`src/bof_pkg.sv`:
```
`default_nettype none
// ----------------------------------------------------------------------------
// bof_pkg
// Shared constants for the box overlap filter: command codes, default sizes
// and the width of the reported match index.
// ----------------------------------------------------------------------------
package bof_pkg;

  localparam int MAX_REFS_DEF   = 16;
  localparam int COORD_BITS_DEF = 12;
  localparam int INDEX_BITS     = 4;

  localparam logic [1:0] FUNC_CLEAR = 2'd0;
  localparam logic [1:0] FUNC_LOAD  = 2'd1;
  localparam logic [1:0] FUNC_TEST  = 2'd2;

endpackage : bof_pkg
`default_nettype wire

```
`src/box_overlap_filter_core.sv`:
```
`default_nettype none
// ----------------------------------------------------------------------------
// box_overlap_filter_core
// Reference box table with a first-match overlap test for candidate boxes.
//
//   channel  | handshake          | payload
//   ---------+--------------------+----------------------------------------
//   command  | start / busy       | func, box_x, box_y, box_w, box_h
//   result   | done (one cycle)   | overlapped, match_index, out_x..out_h
//
// Clear and load beats finish in the cycle they are taken; busy stays low.
// A test beat keeps busy high while it scans the stored boxes and gives its
// result as busy drops: one table read per cycle from the single memory
// port feeds a four-stage compare pipeline, and the first hit stops the
// scan. An empty table gives its result in the next cycle. No clearing
// pass after reset; the receiver cannot stall the result.
// ----------------------------------------------------------------------------
module box_overlap_filter_core
  import bof_pkg::*;
#(
  parameter int MAX_REFS   = MAX_REFS_DEF,
  parameter int COORD_BITS = COORD_BITS_DEF
) (
  input  wire                      clk,
  input  wire                      rst,
  input  wire                      start,
  output logic                     busy,
  input  wire  [1:0]               func,
  input  wire  [COORD_BITS-1:0]    box_x,
  input  wire  [COORD_BITS-1:0]    box_y,
  input  wire  [COORD_BITS:0]      box_w,
  input  wire  [COORD_BITS:0]      box_h,
  output logic                     done,
  output logic                     overlapped,
  output logic [INDEX_BITS-1:0]    match_index,
  output logic [COORD_BITS-1:0]    out_x,
  output logic [COORD_BITS-1:0]    out_y,
  output logic [COORD_BITS:0]      out_w,
  output logic [COORD_BITS:0]      out_h
);

  localparam int IDX_W = (MAX_REFS > 1) ? $clog2(MAX_REFS) : 1;
  localparam int CNT_W = $clog2(MAX_REFS + 1);
  localparam int P     = COORD_BITS;
  localparam int S     = COORD_BITS + 1;
  localparam int ENT_W = 2 * P + 2 * S;

  typedef enum logic {S_IDLE, S_SCAN} state_t;

  state_t           state;
  logic [CNT_W-1:0] count;
  logic [CNT_W-1:0] issue_cnt;
  logic [CNT_W-1:0] ret_cnt;
  logic             rd_vld;
  logic [ENT_W-1:0] rd_data;
  logic [ENT_W-1:0] mem [MAX_REFS];

  logic [P-1:0]     cand_x, cand_y;
  logic [S-1:0]     cand_w, cand_h;

  logic             take;
  logic             issue;
  logic             finish;
  logic             ret_last;
  logic             m_vld;
  logic             m_hit;
  logic [IDX_W+INDEX_BITS-1:0] idx_ext;

  assign busy  = (state == S_SCAN);
  assign take  = start && !busy;
  assign out_x = cand_x;
  assign out_y = cand_y;
  assign out_w = cand_w;
  assign out_h = cand_h;

  always_comb begin
    ret_last = (ret_cnt == count - CNT_W'(1));
    finish   = (state == S_SCAN) && m_vld && (m_hit || ret_last);
    issue    = (state == S_SCAN) && (issue_cnt < count) && !finish;
    idx_ext  = {{INDEX_BITS{1'b0}}, ret_cnt[IDX_W-1:0]};
  end

  always_ff @(posedge clk) begin
    if (take && (func == FUNC_LOAD) && (count < CNT_W'(MAX_REFS))) begin
      mem[count[IDX_W-1:0]] <= {box_x, box_y, box_w, box_h};
    end
    rd_data <= mem[issue_cnt[IDX_W-1:0]];
  end

  always_ff @(posedge clk) begin
    if (take && (func == FUNC_TEST)) begin
      cand_x <= box_x;
      cand_y <= box_y;
      cand_w <= box_w;
      cand_h <= box_h;
    end
  end

  always_ff @(posedge clk) begin
    if (rst) begin
      state       <= S_IDLE;
      count       <= '0;
      issue_cnt   <= '0;
      ret_cnt     <= '0;
      rd_vld      <= 1'b0;
      done        <= 1'b0;
      overlapped  <= 1'b0;
      match_index <= '0;
    end else begin
      done   <= 1'b0;
      rd_vld <= issue;
      unique case (state)
        S_IDLE: begin
          if (start) begin
            unique case (func)
              FUNC_CLEAR: count <= '0;
              FUNC_LOAD: begin
                if (count < CNT_W'(MAX_REFS)) begin
                  count <= count + CNT_W'(1);
                end
              end
              FUNC_TEST: begin
                if (count == '0) begin
                  done        <= 1'b1;
                  overlapped  <= 1'b0;
                  match_index <= '0;
                end else begin
                  state     <= S_SCAN;
                  issue_cnt <= '0;
                  ret_cnt   <= '0;
                end
              end
              default: ;
            endcase
          end
        end
        S_SCAN: begin
          if (issue) begin
            issue_cnt <= issue_cnt + CNT_W'(1);
          end
          if (finish) begin
            state       <= S_IDLE;
            rd_vld      <= 1'b0;
            done        <= 1'b1;
            overlapped  <= m_hit;
            match_index <= m_hit ? idx_ext[INDEX_BITS-1:0] : '0;
          end else if (m_vld) begin
            ret_cnt <= ret_cnt + CNT_W'(1);
          end
        end
        default: state <= S_IDLE;
      endcase
    end
  end

  bof_match #(
    .COORD_BITS (COORD_BITS)
  ) u_match (
    .clk     (clk),
    .rst     (rst),
    .flush   (finish),
    .in_vld  (rd_vld),
    .cand_x  (cand_x),
    .cand_y  (cand_y),
    .cand_w  (cand_w),
    .cand_h  (cand_h),
    .ref_x   (rd_data[ENT_W-1 -: P]),
    .ref_y   (rd_data[2*S+P-1 -: P]),
    .ref_w   (rd_data[2*S-1 -: S]),
    .ref_h   (rd_data[S-1:0]),
    .out_vld (m_vld),
    .out_hit (m_hit)
  );

  a_done_idle: assert property (@(posedge clk) disable iff (rst)
    done |-> !busy)
    else $error("result strobe while scan still running");

  a_empty_table: assert property (@(posedge clk) disable iff (rst)
    (take && (func == FUNC_TEST) && (count == '0)) |=> (done && !overlapped))
    else $error("empty table test did not report kept");

  a_count_bound: assert property (@(posedge clk) disable iff (rst)
    count <= CNT_W'(MAX_REFS))
    else $error("reference count beyond capacity");

  a_kept_index: assert property (@(posedge clk) disable iff (rst)
    (done && !overlapped) |-> (match_index == '0))
    else $error("kept candidate carries a nonzero index");

endmodule : box_overlap_filter_core
`default_nettype wire

```
`src/bof_match.sv`:
```
`default_nettype none
// ----------------------------------------------------------------------------
// bof_match
// Four-stage overlap test of a candidate box against one reference box:
// edges, intersection and enclosing extents, areas, then the 2*I > E compare.
// ----------------------------------------------------------------------------
module bof_match
  import bof_pkg::*;
#(
  parameter int COORD_BITS = COORD_BITS_DEF
) (
  input  wire                     clk,
  input  wire                     rst,
  input  wire                     flush,
  input  wire                     in_vld,
  input  wire  [COORD_BITS-1:0]   cand_x,
  input  wire  [COORD_BITS-1:0]   cand_y,
  input  wire  [COORD_BITS:0]     cand_w,
  input  wire  [COORD_BITS:0]     cand_h,
  input  wire  [COORD_BITS-1:0]   ref_x,
  input  wire  [COORD_BITS-1:0]   ref_y,
  input  wire  [COORD_BITS:0]     ref_w,
  input  wire  [COORD_BITS:0]     ref_h,
  output logic                    out_vld,
  output logic                    out_hit
);

  localparam int P = COORD_BITS;
  localparam int E = COORD_BITS + 2;
  localparam int M = 2 * E;

  // stage A
  logic         a_vld;
  logic         a_empty;
  logic [P-1:0] a_ax, a_bx, a_ay, a_by;
  logic [E-1:0] a_axe, a_bxe, a_aye, a_bye;

  // stage B
  logic         b_vld;
  logic         b_nz;
  logic [E-1:0] b_iw, b_ih, b_ex, b_ey;

  // stage C
  logic         c_vld;
  logic         c_nz;
  logic [M-1:0] c_inter, c_encl;

  logic [E-1:0] ix0, ix1, iy0, iy1, lox, hix, loy, hiy;

  always_comb begin
    ix0 = (a_ax > a_bx) ? E'(a_ax) : E'(a_bx);
    iy0 = (a_ay > a_by) ? E'(a_ay) : E'(a_by);
    ix1 = (a_axe < a_bxe) ? a_axe : a_bxe;
    iy1 = (a_aye < a_bye) ? a_aye : a_bye;
    lox = (a_ax < a_bx) ? E'(a_ax) : E'(a_bx);
    loy = (a_ay < a_by) ? E'(a_ay) : E'(a_by);
    hix = (a_axe > a_bxe) ? a_axe : a_bxe;
    hiy = (a_aye > a_bye) ? a_aye : a_bye;
  end

  always_ff @(posedge clk) begin
    if (rst || flush) begin
      a_vld   <= 1'b0;
      b_vld   <= 1'b0;
      c_vld   <= 1'b0;
      out_vld <= 1'b0;
    end else begin
      a_vld   <= in_vld;
      b_vld   <= a_vld;
      c_vld   <= b_vld;
      out_vld <= c_vld;
    end
  end

  always_ff @(posedge clk) begin
    a_empty <= (cand_w == '0) || (cand_h == '0) || (ref_w == '0) || (ref_h == '0);
    a_ax    <= cand_x;
    a_bx    <= ref_x;
    a_ay    <= cand_y;
    a_by    <= ref_y;
    a_axe   <= E'(cand_x) + E'(cand_w);
    a_bxe   <= E'(ref_x) + E'(ref_w);
    a_aye   <= E'(cand_y) + E'(cand_h);
    a_bye   <= E'(ref_y) + E'(ref_h);

    b_nz    <= !a_empty && (ix1 > ix0) && (iy1 > iy0);
    b_iw    <= ix1 - ix0;
    b_ih    <= iy1 - iy0;
    b_ex    <= hix - lox;
    b_ey    <= hiy - loy;

    c_nz    <= b_nz;
    c_inter <= M'(b_iw) * M'(b_ih);
    c_encl  <= M'(b_ex) * M'(b_ey);

    out_hit <= c_nz && ({c_inter, 1'b0} > {1'b0, c_encl});
  end

endmodule : bof_match
`default_nettype wire

```
`config.mk`:
```
export PLATFORM = sky130hd
export DESIGN_NAME = box_overlap_filter_core
export DESIGN_NICKNAME = d
export VERILOG_FILES = /design/src/bof_pkg.sv /design/src/box_overlap_filter_core.sv /design/src/bof_match.sv
export SDC_FILE = /design/constraint.sdc
export NUM_CORES = 2
export LEC_CHECK = 0
export BUFFER_PORTS_ARGS = -buffer_cell sky130_fd_sc_hd__buf_2
export CORE_UTILIZATION = 60
export DETAILED_ROUTE_END_ITERATION = 12
export MAX_ROUTING_LAYER = met4
export PLACE_DENSITY_LB_ADDON = 0.12
export SLEW_MARGIN = 20
export SYNTH_ARGS = -nofsm -noshare
export SYNTH_HDL_FRONTEND = slang
export SYNTH_SLANG_ARGS = --single-unit
export TNS_END_PERCENT = 1
```
`constraint.sdc`:
```
create_clock -name clk -period 11 [get_ports clk]
set_clock_uncertainty 0.2 [all_clocks]
set_input_delay 1.1 -clock clk [delete_from_list [all_inputs] [get_ports clk]]
set_output_delay 1.1 -clock clk [all_outputs]
set_load 0.1 [all_outputs]
```
==> run metrics <==
run status finished, final reports clean; kind of end point of the critical path flip-flop; r2r startpoint u_match.b_iw[6]; CTS clk-pin slew, worst paths 60 ps; layer carrying the most global-route usage met2; CTS root buffer clkbuf_16; total iterations of the first detailed-routing run 6; path type of the worst setup path reg -> reg; detail-routed via count per cell 5.95; Std-Cell Rows 114; data arrival time of the critical path 6950 ps; most instantiated cells after synthesis 850 x edfxtp_1, 465 x inv_1, 370 x ha_1, 297 x dfxtp_1, 290 x fa_1; instance count of the mapped netlist 4,109; clock sink count 1,147; Hold Crit Depth 0; maximum number of pins on one net before global-route repair 93; placer's final routability congestion estimate 0.933; ANT nets after route 0; placed wire-length estimate 89.5 mm; met1 global-route usage 38.0%; HP Start u_match.b_nz; period utilization 59.4%; starting density of the core 60.6%; met3 Track Usage GR 3.86%; M2 GR Usage 46.8%; clock tree from TritonCTS done; die area 98,900 sq um; transition time of the tightest slew-check pin 1050 ps; IO Count 112; launch point of the worst path u_match.b_iw[6]; worst hold slack after final layout 132 ps; Setup WS post-layout 4470 ps; Worst slew margin 29.8%; crit-path max FO 14; CTS max path bufs 3; placed cell count 5,397; post-synthesis cell area 58,600 sq um; overall overflow remaining after global route 0; ranking of synthesized cells by area edfxtp_1 44%, dfxtp_1 10%, fa_1 9.9%; RSZ-0062 raised after global routing false; number of global-route vias before repair 34,000; top_reg_cell synth edfxtp_1; average cell area after synthesis 14.3 sq um; number of slew-limit violations in the final report 0; Final min period 6530 ps; number of levels in the clock H-tree 3; final-layout fill cell count 6,845; combined global-route utilization of all metal layers 28.8%; Yosys warning total 0; top-area cell type share of the netlist area 43.6%; cell type with the highest aggregate area in the netlist edfxtp_1; hold buffer count at CTS 0; horizontal die dimension 315 microns; net count after synthesis 4,824; DRC violations left 0; area growth from synthesis to final layout 9.85%; achievable clock frequency 0.153 GHz; first-pass GRT wire length 205 mm; Netlist cell types 82; core area 96,700 sq um; number of gates given a new drive strength after cts 0; depth of the most critical reg-to-reg path 20; async set or reset register ratio after synthesis 0%; PortBufs 111; antenna violations before repair 15; wire length per cell after detailed routing 23.9 microns; most common cell in the netlist edfxtp_1; max-capacitance violation count 0; iteration-0 DRC count of the detailed router 2,683; fraction of layout instances using a drive strength above 1 14.5%; EDFF count, synth 850; number of flip-flops and latches in the synthesized netlist 1,147; number of nets in the layout 4,950; number of setup buffers added after CTS 0; total clock buffers created by CTS 112; die outline height 315 microns; Post-Layout Cell Count 5,612; final setup vio count 0; sum of negative setup slack 0 ps; required time of the critical path 11,410 ps; vias 33,400; path category of the worst min-delay check reg -> reg; portion of the post-synthesis area used by sequential elements 53.7%; final-report hold violation count 0; kind of start point of the critical path flip-flop; DRT Wirelength 134 mm; clock insertion delay at the later pin of the skew report 700 ps; minimum setup slack after placement 4520 ps
logic make-up after synthesis:
family | after synthesis | share of synthesized area, %
adder cells (fa/ha/maj) | 661 | 17.8
AO/OA/AOI/OAI | 407 | 4.49
XOR/XNOR | 135 | 2.03
flip-flops | 1147 | 53.7
AND/OR/NAND/NOR | 827 | 6.97
buffers and inverters | 601 | 3.91
multiplexers | 331 | 11.1
registers in the layout, indices dropped and copies added, names as in the netlist, 12 cells and up:
name	flops
u_match.a_bxe	14
u_match.a_ax	12
u_match.a_bye	14
out_w	13
out_x	12
rd_data	50
u_match.b_ey	14
u_match.b_ih	14
u_match.c_encl	28
u_match.b_ex	14
u_match.a_bx	12
u_match.b_iw	14
out_h	13
u_match.a_ay	12
u_match.a_by	12
u_match.c_inter	28
mem	800
out_y	12
u_match.a_axe	14
u_match.a_aye	14
cell type report:
type | instances | area (sq um) | share of cell area, %
diodes | 7 | 17.5 | 0.0272
clock buffers | 142 | 3040 | 4.72
clock inverters | 66 | 694 | 1.08
inverters | 466 | 1750 | 2.72
multi-input cells | 2361 | 25000 | 38.8
flip-flops and latches | 1147 | 31500 | 48.9
well taps | 1276 | 1600 | 2.48
repair buffers | 147 | 838 | 1.30
layer usage:
layer	vias to the layer above	part of all wire (%)
met2	1186	50
met1	17000	41
met3	208	6.7
met5	-	0
met4	0	2.7
li1	15000	-
worst max-delay path, cell delays in order (launching register included):
cell and delay (ps):
dfxtp_1 700, and2_1 230, fa_1 410, inv_1 80, fa_1 400, inv_1 90, fa_1 460, fa_1 500
fa_1 490, inv_1 50, fa_1 470, inv_1 40, ha_1 360, a21o_1 230, a221o_1 360, a221oi_2 440
o211ai_1 200, a31oi_2 350, o21bai_1 130, a21oi_2 160, xnor2_1 120
stage by stage:
stage / utilization, % / area (sq um)
2_1_floorplan: - / 58600
6_report: 66.6 / 64400
3_3_place_gp: 62.7 / 60600
3_5_place_dp: 62.7 / 60600
5_1_grt: 66.6 / 64400
4_1_cts: 66.5 / 64400
path summary, 6_finish.rpt:
| kind | end | slack, ps |
|---|---|---|
| worst max-delay path | u_match.c_inter[23] | 4470 |
| worst min-delay path | u_match.c_nz | 130 |
| worst max register to register | u_match.c_inter[23] | 4470 |
| worst min register to register | u_match.c_nz | 130 |
cell usage in the layout, fill, tap and decap left out, types with 60 or more instances in the layout:
cell / instances
edfxtp_1: 850
ha_1: 370
nor2_1: 116
nand2_1: 286
mux4_2: 250
a21o_1: 60
inv_1: 465
xnor2_1: 103
clkbuf_16: 113
and2_1: 204
fa_1: 290
a21oi_1: 116
dfxtp_1: 293
buf_2: 111
o21ai_0: 81
Power is not shown: default switching activity piles up to over one toggle a cycle in this logic, so the estimate is an artifact.
